<file path="config.mk">
export PLATFORM = sky130hd
export DESIGN_NAME = mrp_csr
export DESIGN_NICKNAME = d
export VERILOG_FILES = /design/src/design/mrp_pkg.sv /design/src/design/mrp_csr.sv
export SDC_FILE = /design/constraint.sdc
export NUM_CORES = 1
export LEC_CHECK = 0
export BUFFER_PORTS_ARGS = -buffer_cell sky130_fd_sc_hd__buf_2
export CORE_MARGIN = 1.5
export CORE_UTILIZATION = 45
export DETAILED_ROUTE_END_ITERATION = 16
export GPL_ROUTABILITY_DRIVEN = 0
export PLACE_DENSITY = 0.85
export SETUP_SLACK_MARGIN = 0.5
export SLEW_MARGIN = 20
export SYNTH_ARGS = -nofsm -noshare
export SYNTH_HDL_FRONTEND = slang
export SYNTH_SLANG_ARGS = --single-unit
</file>
<file path="constraint.sdc">
create_clock -name clock -period 4.26 [get_ports clock]
set_input_delay 0.426 -clock clock [delete_from_list [all_inputs] [get_ports clock]]
set_output_delay 0.426 -clock clock [all_outputs]
set_load 0.1 [all_outputs]
</file>
<file path="src/design/mrp_pkg.sv">
// ----------------------------------------------------------------------------
// mrp_pkg
// Types and constants shared by the rectangle packer modules.
// ----------------------------------------------------------------------------
`default_nettype none
package mrp_pkg;
   localparam int DIM_W = 13;
   localparam int SUM_W = 14;
   localparam logic [DIM_W-1:0] SHEET_MAX = 13'd4096;
   localparam logic [DIM_W-1:0] SHEET_RESET = 13'd1024;

   typedef struct packed {
      logic [DIM_W-1:0] x;
      logic [DIM_W-1:0] y;
      logic [DIM_W-1:0] w;
      logic [DIM_W-1:0] h;
   } rect_type;

   typedef struct packed {
      logic [DIM_W-1:0] s1;
      logic [DIM_W-1:0] s2;
      logic             rot;
      logic             fit;
   } score_type;

   // Fit of a (pw x ph) piece into free rect r; short and long leftovers.
   function automatic score_type fit_score(rect_type r, logic [DIM_W-1:0] pw,
                                           logic [DIM_W-1:0] ph, logic rot);
      score_type s;
      logic [DIM_W-1:0] a;
      logic [DIM_W-1:0] b;
      a = r.w - pw;
      b = r.h - ph;
      s.fit = (r.w >= pw) && (r.h >= ph);
      s.s1 = (a < b) ? a : b;
      s.s2 = (a < b) ? b : a;
      s.rot = rot;
      return s;
   endfunction

   function automatic logic score_better(score_type n, score_type o);
      return n.fit && (!o.fit || n.s1 < o.s1 || (n.s1 == o.s1 && n.s2 < o.s2));
   endfunction

   function automatic logic rect_in(rect_type a, rect_type b);
      return a.x >= b.x && a.y >= b.y &&
             ({1'b0, a.x} + {1'b0, a.w}) <= ({1'b0, b.x} + {1'b0, b.w}) &&
             ({1'b0, a.y} + {1'b0, a.h}) <= ({1'b0, b.y} + {1'b0, b.h});
   endfunction
endpackage
`default_nettype wire

</file>
<file path="src/design/mrp_csr.sv">
// ----------------------------------------------------------------------------
// mrp_csr
// APB register file holding the sheet size, saturated to the sheet limit.
// ----------------------------------------------------------------------------
`default_nettype none
module mrp_csr (
   input  wire logic        clock,
   input  wire logic        reset,
   input  wire logic        psel,
   input  wire logic        penable,
   input  wire logic        pwrite,
   input  wire logic [2:0]  paddr,
   input  wire logic [31:0] pwdata,
   output logic [31:0]      prdata,
   output logic [12:0]      sheet_w,
   output logic [12:0]      sheet_h
);
   localparam logic [2:0] ADDR_W = 3'd0;
   localparam logic [2:0] ADDR_H = 3'd4;
   logic [12:0] w_ff, h_ff, val;
   assign val = (pwdata[12:0] > mrp_pkg::SHEET_MAX) ? mrp_pkg::SHEET_MAX : pwdata[12:0];
   always_ff @(posedge clock) begin
      if (reset) begin
         w_ff <= mrp_pkg::SHEET_RESET;
         h_ff <= mrp_pkg::SHEET_RESET;
      end else if (psel && penable && pwrite) begin
         if (paddr == ADDR_W) w_ff <= val;
         if (paddr == ADDR_H) h_ff <= val;
      end
   end
   always_comb begin
      case (paddr)
         ADDR_W:  prdata = {19'd0, w_ff};
         ADDR_H:  prdata = {19'd0, h_ff};
         default: prdata = 32'd0;
      endcase
   end
   assign sheet_w = w_ff;
   assign sheet_h = h_ff;
endmodule
`default_nettype wire

</file>
After elaboration in Yosys (flattened, before gate mapping). Cells that the tools add are included.

Register bits: 26. Bits in latches: 0. RAM bits: 0. Bits in read-only memories: 0. Bits of input ports: 40. Output and inout bits: 58. Word-level logic and storage cells: 11. Memories: 0.

$add $sub $neg: 0. Multiply operators: 0. Divide/modulo/power cells: 0. Magnitude comparators: 1. Equal/unequal tests: 1. Shift-type cells: 0. Muxes and demuxes: 2. Bitwise operators: 0. Reduce and logical (&&, ||, !) cells: 5.

Operators by type and width (count): $pmux 13 s2 (1); $gt 13x13->1 const B (1); $mux 13 (1); $reduce_and 2->1 (2); $eq 3x3->1 const B (1); $logic_not 3->1 (1); $logic_and 1x1->1 (2).

Longest topological paths before layout. Gate-level depths: netlist of the first run.

Word-level depth: 3. Depth in mapped cells: 6. Gate-level depth less buffers: 3.

Least setup slack after synthesis of the first run. Ideal clock, no wire load.

Path type: flip-flop to output port. Start: register h_ff[0] (netlist: sheet_h[0]). End: output port prdata[0]. Data arrival time: 2.402 ns. Data required time: 3.834 ns. Slack: 1.432 ns. Cell stages (with the launch flop): 3. Path buffers: 0. Cells stage by stage: dfxtp_1 > mux2i_1 > nor2_1.

Cells in the longest elaborated chain, start to end: 1.

Ends and longest elaborated chain: start, declared (line mrp_csr.sv:20) `logic [12:0] w_ff, h_ff, val;`; start signal, assigned (line mrp_csr.sv:25) `h_ff <= mrp_pkg::SHEET_RESET;`; start signal, assigned (line mrp_csr.sv:28) `if (paddr == ADDR_H) h_ff <= val;`; $pmux 13 s2 (line mrp_csr.sv:32) `case (paddr)`; end, declared (line mrp_csr.sv:14) `output logic [31:0] prdata,`.

Every way passes these cells.

Final worst setup path of the first run.
Start: input port paddr[1]. End: output port prdata[1].

Cells in the longest elaborated chain, start to end: 2.

Ends and longest elaborated chain: start, declared (line mrp_csr.sv:12) `input wire logic [2:0] paddr,`; $eq 3x3->1 / $logic_not 3->1 (equally long branches) (line mrp_csr.sv:32); $pmux 13 s2 (*) (line mrp_csr.sv:32).

Mark *: on every way between the ends. The rest lies on a longest branch, timed or not.

==> results of run 1 <==
==> layout make-up <==
type                    instances  share of cell area [%]
flip-flops and latches         26                    30.7
repair buffers                 59                    17.4
clock buffers                   3                    1.33
inverters                       2                   0.443
multi-input cells             115                    46.8
well taps                      44                    3.25
==> cell usage in the layout, fill, tap and decap left out <==
master | Yosys | routed
or2_1 | 1 | 1
or4_4 | 1 | 1
buf_2 | 1 | 59
a21oi_1 | 1 | 1
nor2_1 | 15 | 15
nand3b_1 | 11 | 11
dfxtp_1 | 26 | 26
nand2_1 | 2 | 2
conb_1 | 1 | 19
mux2i_1 | 39 | 39
or3_1 | 1 | 1
inv_1 | 2 | 2
nand2b_1 | 25 | 25
clkbuf_4 | 0 | 3
==> logic make-up (layout without fill, tap and decap cells) <==
group	Yosys count	after routing	synth area share [%]
other cells	1	19	0.254
buf+inv	34	64	15.5
flops	26	26	35.3
mux	39	39	26.5
compound gates	1	1	0.339
simple gates	56	56	22.1
==> through the flow <==
| step | power, mW | utilization (%) | cells | worst slack (ps) | instance area [µm²] |
|---|---|---|---|---|---|
| after floorplan | 0.376 | - | 175 | 1430 | 1540 |
| after global placement | 0.375 | 54.3 | 246 | 2120 | 1670 |
| after detailed placement | 0.376 | 54.3 | 246 | 2100 | 1670 |
| after CTS | 0.474 | 55.0 | 249 | 2240 | 1690 |
| after global routing | 0.491 | 55.0 | 249 | 2180 | 1690 |
| final | 0.470 | 55.0 | 249 | 2260 | 1690 |
==> registers in the layout (all words and copies together), names as in the netlist <==
name and flops:
sheet_h 13, sheet_w 13
==> where the power goes <==
part           switching [mW]  internal, mW
Sequential           0.000873         0.244
Clock                  0.0666        0.0330
Combinational           0.106        0.0192
==> layer usage <==
| metal | wire length (µm) | vias to the layer above | track usage [%] |
|---|---|---|---|
| li1 | - | 572 | - |
| met2 | 1350 | 46 | 27.5 |
| met4 | 10 | 0 | 3.81 |
| met3 | 202 | 2 | 3.25 |
| met1 | 1320 | 500 | 21.7 |
| met5 | 0 | - | 0 |
==> how the worst max path moves through the flow <==
stage	from	end	slack (ps)	depth (start not counted)
final	paddr[1]	prdata[1]	2260	4
after global routing	paddr[1]	prdata[8]	2180	4
after CTS	paddr[1]	prdata[6]	2240	4
after detailed placement	paddr[1]	sheet_h[7]$_SDFFE_PP0P_	2100	4
after global placement	paddr[1]	sheet_h[4]$_SDFFE_PP0P_	2120	4
after floorplan	sheet_h[0]$_SDFFE_PP0P_	prdata[0]	1430	2
==> critical path: cells and delay by family <==
kind,cells,cell delay (ps)
AND/OR/NAND/NOR,2,610
buffers and inverters,2,520
==> flow_summary.yaml, run 1 <==
global_route:
  grt_pass1_wl_mm: 4.56
  grt_overflow: 0
  grt_pass1_vias: 990
  grtUsageTotal_pct: 16.4
  antenna_found_initial: 0
  grt_max_degree: 40
floorplan:
  rows: 20
  die_area_um2: 3630
  die_x_um: 60.3
  ioPinCount: 98
  start_util_pct: 47.9
  core_area_um2: 3080
  die_h_um: 60.3
min_path:
  min-delay-start: "pwdata[4]"
  min_path_type: "input port to flop"
  hold_path_end: "sheet_w[4]$_SDFFE_PP0P_"
  whs_path_depth: 3
power_and_ir_drop:
  ir_drop_v: 0.000156
  power_leakage_nw: 0.982
  power_density_nw_per_um2: 277
logic_synthesis:
  synth-seq-cells: 26
  synth_common_cells: "39 x mux2i_1, 26 x dfxtp_1, 25 x nand2b_1, 20 x buf_4, 15 x nor2_1"
  synth_edf_count: 0
  synth_cells: 157
  synth_top_area_share_pct: 35.3
  ys.flop_type: "dfxtp_1"
  synth_area_per_cell_um2: 9.40
  yosysTopAreaCell: "dfxtp_1"
  seq_area_frac_synth_pct: 35.3
  synth_area_um2: 1480
  synthTopCellsByArea: "dfxtp_1 35%, mux2i_1 26%, nand2b_1 11%, buf_4 10%, nand3b_1 5.6%"
  yosysMostFrequentCell: "mux2i_1"
  synthDistinctLibCells: 18
  async_flop_share_pct: 0
  synth_warnings: 0
job:
  maxCapViolCount: 0
placed_design:
  io_buffer_count: 59
  dp_hpwl_mm: 2.03
clock_network:
  ctsRootBufferMaster: "clkbuf_4"
  cts.htree.levels: 1
  ctsResizeCount: 0
  clk_latency_ps: 300
  hold_buffers: 0
  clkSinkCount: 26
  numCtsBuffers: 3
  clockBufferDepth: 2
  clk_pin_slew_ps: 130
  cts_tree: "done"
  cts_setup_buffers: 0
timing:
  max_freq_mhz: 501
  tns_ps: 0
  rsz0062_at_grt: "false"
  finalSetupViolations: 0
  worst_slew_pin_slew_ps: 777
  clock_skew_ps: 0
  period_needed_ps: 2000
  report.final.slew_viol_count: 0
  min_period_over_period_pct: 46.8
  hold_viol: 0
  maxSlewHeadroom_pct: 48.2
  whs_ps: 390
routing:
  num_vias: 1120
  drt-initial-drc-count: 20
  detail_route.wl_per_cell_um: 11.6
  routed_wl_mm: 2.88
  drc: 0
  ant_nets: 0
  via_per_inst: 4.50
  drt_pass1_iterations: 4
setup_path:
  path_cells: "buf_2 -> or2_1 -> nor2_1 -> buf_2"
  timing.rr.end: "sheet_h[10]$_SDFFE_PP1P_"
  critical-path-max-stage-delay_ps: 440
  path_common_cell: "buf_2"
  crit_arrival_ps: 1570
  worst_ep_required_time_ps: 3830
  cp_slowest_cell: "or2_1"
  r2r_setup_slack_ps: 3610
  reg2reg_from: "sheet_h[10]$_SDFFE_PP1P_"
  path_max_fanout: 15
  reg2reg_depth: 2
  critPathKind: "input port to primary output"
  start_kind: "input port"
  cp-end-kind: "primary output"
status:
  status: "complete, no violations"
final_layout:
  multiInputGateArea_um2: 793
  syn2layout_area_growth_pct: 14.8
  fillCellCount: 301
  seq_area_um2: 520
  final_nets: 247
  layout-drive-gt1-share_pct: 30.7
  antennaDiodeCount: 0
Note: power is estimated with default switching activity, not from simulation.
==> run 2, diff against run 1 <==
--- a/config.mk
+++ b/config.mk
@@ -7,10 +7,10 @@
 export LEC_CHECK = 0
 export BUFFER_PORTS_ARGS = -buffer_cell sky130_fd_sc_hd__buf_2
 export CORE_MARGIN = 1.5
-export CORE_UTILIZATION = 45
+export CORE_UTILIZATION = 42
 export DETAILED_ROUTE_END_ITERATION = 16
 export GPL_ROUTABILITY_DRIVEN = 0
-export PLACE_DENSITY = 0.85
+export PLACE_DENSITY = 0.8
 export SETUP_SLACK_MARGIN = 0.5
 export SLEW_MARGIN = 20
 export SYNTH_ARGS = -nofsm -noshare
==> constraint.sdc (replaced) <==
create_clock -name clock -period 2 [get_ports clock]
set_input_delay 0.2 -clock clock [delete_from_list [all_inputs] [get_ports clock]]
set_output_delay 0.2 -clock clock [all_outputs]
set_load 0.1 [all_outputs]
==> run 2 against run 1 <==
  * Worst setup slack worse by 1600 ps
  * Sequential power is 99% higher
  * First-iteration DRC count is 25% lower
  * Wire length is 12% higher
  * Hold slack worse by 230 ps
  * Critical path type is now flop to primary output
  * Flip-flop and latch count stayed put
  * Total power is 110% higher
  * Clock power is 110% higher
  * Clock skew stayed put
  * Register-to-register slack worse by 2300 ps
  * Highest routed layer unchanged
  * Combinational power is 130% higher
  * Sequential share of layout area is 1.4 points lower
==> flow_summary.yaml, run 2 (synthesis results as in run 1) <==
clock_network:
  hold_buffers: 0
  cts.htree.levels: 1
  cts_setup_buffers: 0
  numCtsBuffers: 3
  ctsResizeCount: 0
  clockBufferDepth: 2
  clk_latency_ps: 300
  clk_pin_slew_ps: 130
  clkSinkCount: 26
  ctsRootBufferMaster: "clkbuf_4"
  cts_tree: "done"
final_layout:
  fillCellCount: 312
  final_nets: 250
  final_common_cell: "buf_2"
  layout-drive-gt1-share_pct: 50.5
  final_util_pct: 62.7
  antennaDiodeCount: 0
  final_cell_mix: "46 x buf_2, 39 x mux2i_1, 26 x dfxtp_4"
  syn2layout_area_growth_pct: 43.0
setup_path:
  worst_ep_required_time_ps: 1800
  start_kind: "flop"
  path_max_fanout: 3
  reg2reg_from: "sheet_h[10]$_SDFFE_PP1P_"
  critPathKind: "flop to primary output"
  r2r_setup_slack_ps: 1340
  reg2reg_depth: 2
  crit_start: "sheet_h[1]$_SDFFE_PP0P_"
  timing.rr.end: "sheet_h[10]$_SDFFE_PP1P_"
  crit_arrival_ps: 1170
  cp-end-kind: "primary output"
routing:
  num_vias: 1167
  drc: 0
  drt_pass1_iterations: 4
  drt-initial-drc-count: 15
  via_per_inst: 4.59
  routed_wl_mm: 3.22
  detail_route.wl_per_cell_um: 12.7
  ant_nets: 0
status:
  status: "complete, no violations"
floorplan:
  start_util_pct: 43.9
  core_area_um2: 3360
  rows: 21
  die_area_um2: 3880
  ioPinCount: 98
  die_x_um: 62.3
  die_h_um: 62.3
power_and_ir_drop:
  power_leakage_nw: 1.05
  ir_drop_v: 0.000246
  power_density_nw_per_um2: 466
  power_uw: 984
min_path:
  min_path_type: "input port to flop"
  min-delay-start: "pwdata[12]"
  hold_path_end: "sheet_h[12]$_SDFFE_PP0P_"
  whs_path_depth: 3
timing:
  max_freq_mhz: 731
  hold_viol: 0
  finalSetupViolations: 0
  worst_slew_pin_slew_ps: 767
  min_period_over_period_pct: 68.4
  period_needed_ps: 1370
  clock_skew_ps: 0
  rsz0062_at_grt: "false"
  report.final.slew_viol_count: 0
  tns_ps: 0
  maxSlewHeadroom_pct: 48.9
global_route:
  grt_pass1_wl_mm: 5.40
  grt_pass1_vias: 1127
  grt_overflow: 0
  grtUsageTotal_pct: 17.4
  grt_max_degree: 40
  antenna_found_initial: 0
placed_design:
  dp_hpwl_mm: 2.35
  io_buffer_count: 59
job:
  maxCapViolCount: 0
[run 2: cell types whose count changed in the layout (fill, tap and decap cells not counted)]
cell     previous run  this run
buf_12              0        13
buf_4               0         3
dfxtp_1            26         0
dfxtp_4             0        26
nor2_1             15         2
buf_2              59        46
nor2_4              0        13
[run 2: critical path, cell delays in order, from the launching register on]
cell and delay [ps]:
dfxtp_4 370, mux2i_1 250, nor2_4 80, buf_12 170
[run 2: final cells by class]
cell class,instances,area (µm²),share of cell area (%)
inverters,2,7.51,0.356
well taps,46,57.6,2.73
clock buffers,3,22.5,1.07
flip-flops and latches,26,618,29.3
repair buffers,62,513,24.3
multi-input cells,115,891,42.2
[run 2: layer usage]
metal	wire length, µm	GRT usage (%)
met5	0	0
met2	1610	31.0
met4	24	5.00
met1	1420	21.5
met3	172	2.90
[run 2: worst max path at each step]
stage,to,slack [ps],depth (start not counted)
after floorplan,sheet_w[10]$_SDFFE_PP1P_,450,6
after global placement,sheet_h[2]$_SDFFE_PP0P_,340,4
after detailed placement,sheet_h[4]$_SDFFE_PP0P_,300,4
after CTS,prdata[1],600,3
after global routing,prdata[1],550,3
final,prdata[1],630,3
[run 2: per-stage QoR]
| stage | hold slack [ps] | instance area [µm²] | instances | setup WS (ps) |
|---|---|---|---|---|
| 3_3_place_gp | 483 | 2090 | 251 | 340 |
| 2_1_floorplan | 365 | 1760 | 175 | 446 |
| 3_5_place_dp | 491 | 2090 | 251 | 302 |
| 5_1_grt | 150 | 2110 | 254 | 549 |
| 6_report | 164 | 2110 | 254 | 632 |
| 4_1_cts | 151 | 2110 | 254 | 598 |
[run 2: where the power goes]
group          switching, mW  total (mW)  leakage [nW]  internal, mW
Combinational          0.236       0.287         0.805        0.0502
Clock                  0.139       0.209        0.0138        0.0702
Sequential           0.00184       0.488         0.229         0.487
Total                  0.377       0.984          1.05         0.607
==> run 3, diff against run 2 <==
--- a/config.mk
+++ b/config.mk
@@ -7,10 +7,10 @@
 export LEC_CHECK = 0
 export BUFFER_PORTS_ARGS = -buffer_cell sky130_fd_sc_hd__buf_2
 export CORE_MARGIN = 1.5
-export CORE_UTILIZATION = 42
+export CORE_UTILIZATION = 38
 export DETAILED_ROUTE_END_ITERATION = 16
 export GPL_ROUTABILITY_DRIVEN = 0
-export PLACE_DENSITY = 0.8
+export PLACE_DENSITY = 0.77
 export SETUP_SLACK_MARGIN = 0.5
 export SLEW_MARGIN = 20
 export SYNTH_ARGS = -nofsm -noshare
==> constraint.sdc (replaced) <==
create_clock -name clock -period 1.1 [get_ports clock]
set_input_delay 0.11 -clock clock [delete_from_list [all_inputs] [get_ports clock]]
set_output_delay 0.11 -clock clock [all_outputs]
set_load 0.1 [all_outputs]
==> run 3 against run 2 <==
  * Clock-buffer cell count unchanged
  * Sequential share of layout area decreased by 10 points
  * Non-clock buffer count is 54 higher
  * Combinational power up 120%
  * Cell area increased by 55%
  * Die area up 10%
  * Global-route usage rose by 7.8 points
  * Sequential power up 82%
  * Highest routed layer unchanged
  * Register-to-register slack worse by 1200 ps
  * Worst setup slack worse by 680 ps
  * The run now ends with negative setup slack left
  * Core utilization grew 26 points
==> flow_summary.yaml, run 3 (synthesis results as in run 1) <==
final_layout:
  final_cell_mix: "40 x buf_12, 29 x buf_6, 26 x dfxtp_4"
  layout-drive-gt1-share_pct: 67.4
  fillCellCount: 154
  final_common_cell: "buf_12"
  antennaDiodeCount: 0
  design_area_um2: 3280
  final_nets: 305
  final_util_pct: 88.9
  syn2layout_area_growth_pct: 122
setup_path:
  critPathKind: "input port to primary output"
  path_cells: "buf_2 -> buf_4 -> buf_8 -> mux2i_4 -> nor2_4 -> buf_12"
  worst_ep_required_time_ps: 990
  crit_arrival_ps: 1040
  critical-path-max-stage-delay_ps: 270
  crit_buf_inv: 4
  crit_family: "buffers and inverters"
  cp_slowest_cell: "mux2i_4"
  path_max_fanout: 5
  start_kind: "input port"
  cp-end-kind: "primary output"
global_route:
  grt_pass1_wl_mm: 8.09
  antenna_found_initial: 0
  grt.busiest_layer: "met2"
  met2_usage_pct: 47.2
  grt_pass1_vias: 1585
  grtUsageMet3_pct: 3.60
  grt_max_degree: 40
  met1_usage_pct: 29.2
  grtUsageTotal_pct: 25.1
  grt_overflow: 0
floorplan:
  start_util_pct: 40.0
  die_area_um2: 4260
  ioPinCount: 98
  rows: 22
  die_x_um: 65.3
  die_h_um: 65.3
  core_area_um2: 3690
timing:
  hold_viol: 0
  fin_ws_ps: -51.9
  period_needed_ps: 1150
  clock_skew_ps: 0
  report.final.slew_viol_count: 0
  min_period_over_period_pct: 105
  rsz0062_at_grt: "true"
  finalSetupViolations: 15
  max_freq_mhz: 868
power_and_ir_drop:
  intPower_mw: 1.30
  p_seq_share_pct: 42.7
  power_leakage_nw: 1.44
  pwr-share-comb_pct: 30.6
  clockPowerShare_pct: 26.6
  p_sw_share_pct: 37.7
  ir_drop_v: 0.000509
  netSwitchingPower_uw: 786
  power_density_nw_per_um2: 635
clock_network:
  hold_buffers: 0
  clockBufferDepth: 2
  cts_tree: "done"
  clkSinkCount: 26
  clk_pin_slew_ps: 100
  clk_latency_ps: 270
  cts.htree.levels: 1
  numCtsBuffers: 3
  ctsRootBufferMaster: "clkbuf_8"
job:
  maxCapViolCount: 0
routing:
  drt-initial-drc-count: 36
  num_vias: 1507
  via_per_inst: 4.83
  detail_route.wl_per_cell_um: 17.6
  drt_pass1_iterations: 4
  routed_wl_mm: 5.49
  ant_nets: 0
  drc: 0
placed_design:
  dp_hpwl_mm: 2.73
  dpl-instance-area_um2: 2540
  io_buffer_count: 59
status:
  violations: "negative setup slack"
  status: "finished with violations"
min_path:
  min_path_type: "input port to flop"
==> run 3: final cells by class <==
cell class,count,area (µm²),area share [%]
clock buffers,3,41.3,1.26
clock inverters,1,3.75,0.114
well taps,48,60.1,1.83
flip-flops and latches,26,618,18.8
repair buffers,116,1470,44.7
inverters,2,7.51,0.229
multi-input cells,116,1080,33.0
==> run 3: power groups by stage <==
stage / Sequential (mW) / Combinational, mW / Clock, mW
finish: 0.890 / 0.637 / 0.555
floorplan: 0.943 / 0.473 / 0
detailed placement: 0.913 / 0.554 / 0
global placement: 0.913 / 0.549 / 0
CTS: 0.890 / 0.616 / 0.546
global route: 0.891 / 0.655 / 0.610
==> run 3: path summary, 6_finish.rpt <==
check / slack, ps / startpoint / cells after the start / to
max reg2reg: 100 / sheet_w[12]$_SDFFE_PP0P_ / 5 / sheet_w[12]$_SDFFE_PP0P_
min: 140 / pwdata[11] / 3 / sheet_h[11]$_SDFFE_PP0P_
min reg2reg: 630 / sheet_w[0]$_SDFFE_PP0P_ / 3 / sheet_w[0]$_SDFFE_PP0P_
max: -50 / paddr[2] / 6 / prdata[9]
==> run 3: metal layers <==
layer / wire length (µm) / share of wire [%] / vias to the layer above
li1: - / - / 703
met1: 2140 / 39 / 722
met2: 2980 / 54 / 68
met3: 235 / 4.3 / 14
met4: 131 / 2.4 / 0
met5: 0 / 0 / -
==> run 3: stage by stage <==
stage	setup TNS [ps]	hold WS, ps	setup slack [ps]	power (mW)	cells
after floorplan	-11160	275	-362	1.42	175
after global placement	-6080	401	-256	1.46	259
after detailed placement	-7000	408	-297	1.47	259
after CTS	-288	132	-27.7	2.05	303
after global routing	-1010	134	-79.6	2.16	312
final	-476	141	-51.9	2.08	312
==> run 3: worst reg2reg max path: stages, from the launching register on <==
cell and delay (ps):
dfxtp_4 380, buf_6 120, buf_4 120, buf_4 120, nand2b_1 70, mux2i_2 70
==> run 3: repair_timing <==
action / 4_1_cts / 5_1_grt
resized for setup: 62 / 7
hold endpoints to repair: 0 / 0
cloned: 1 / 0
pin swaps: 13 / 6
setup endpoints to repair: 65 / 65
setup buffers: 39 / 9
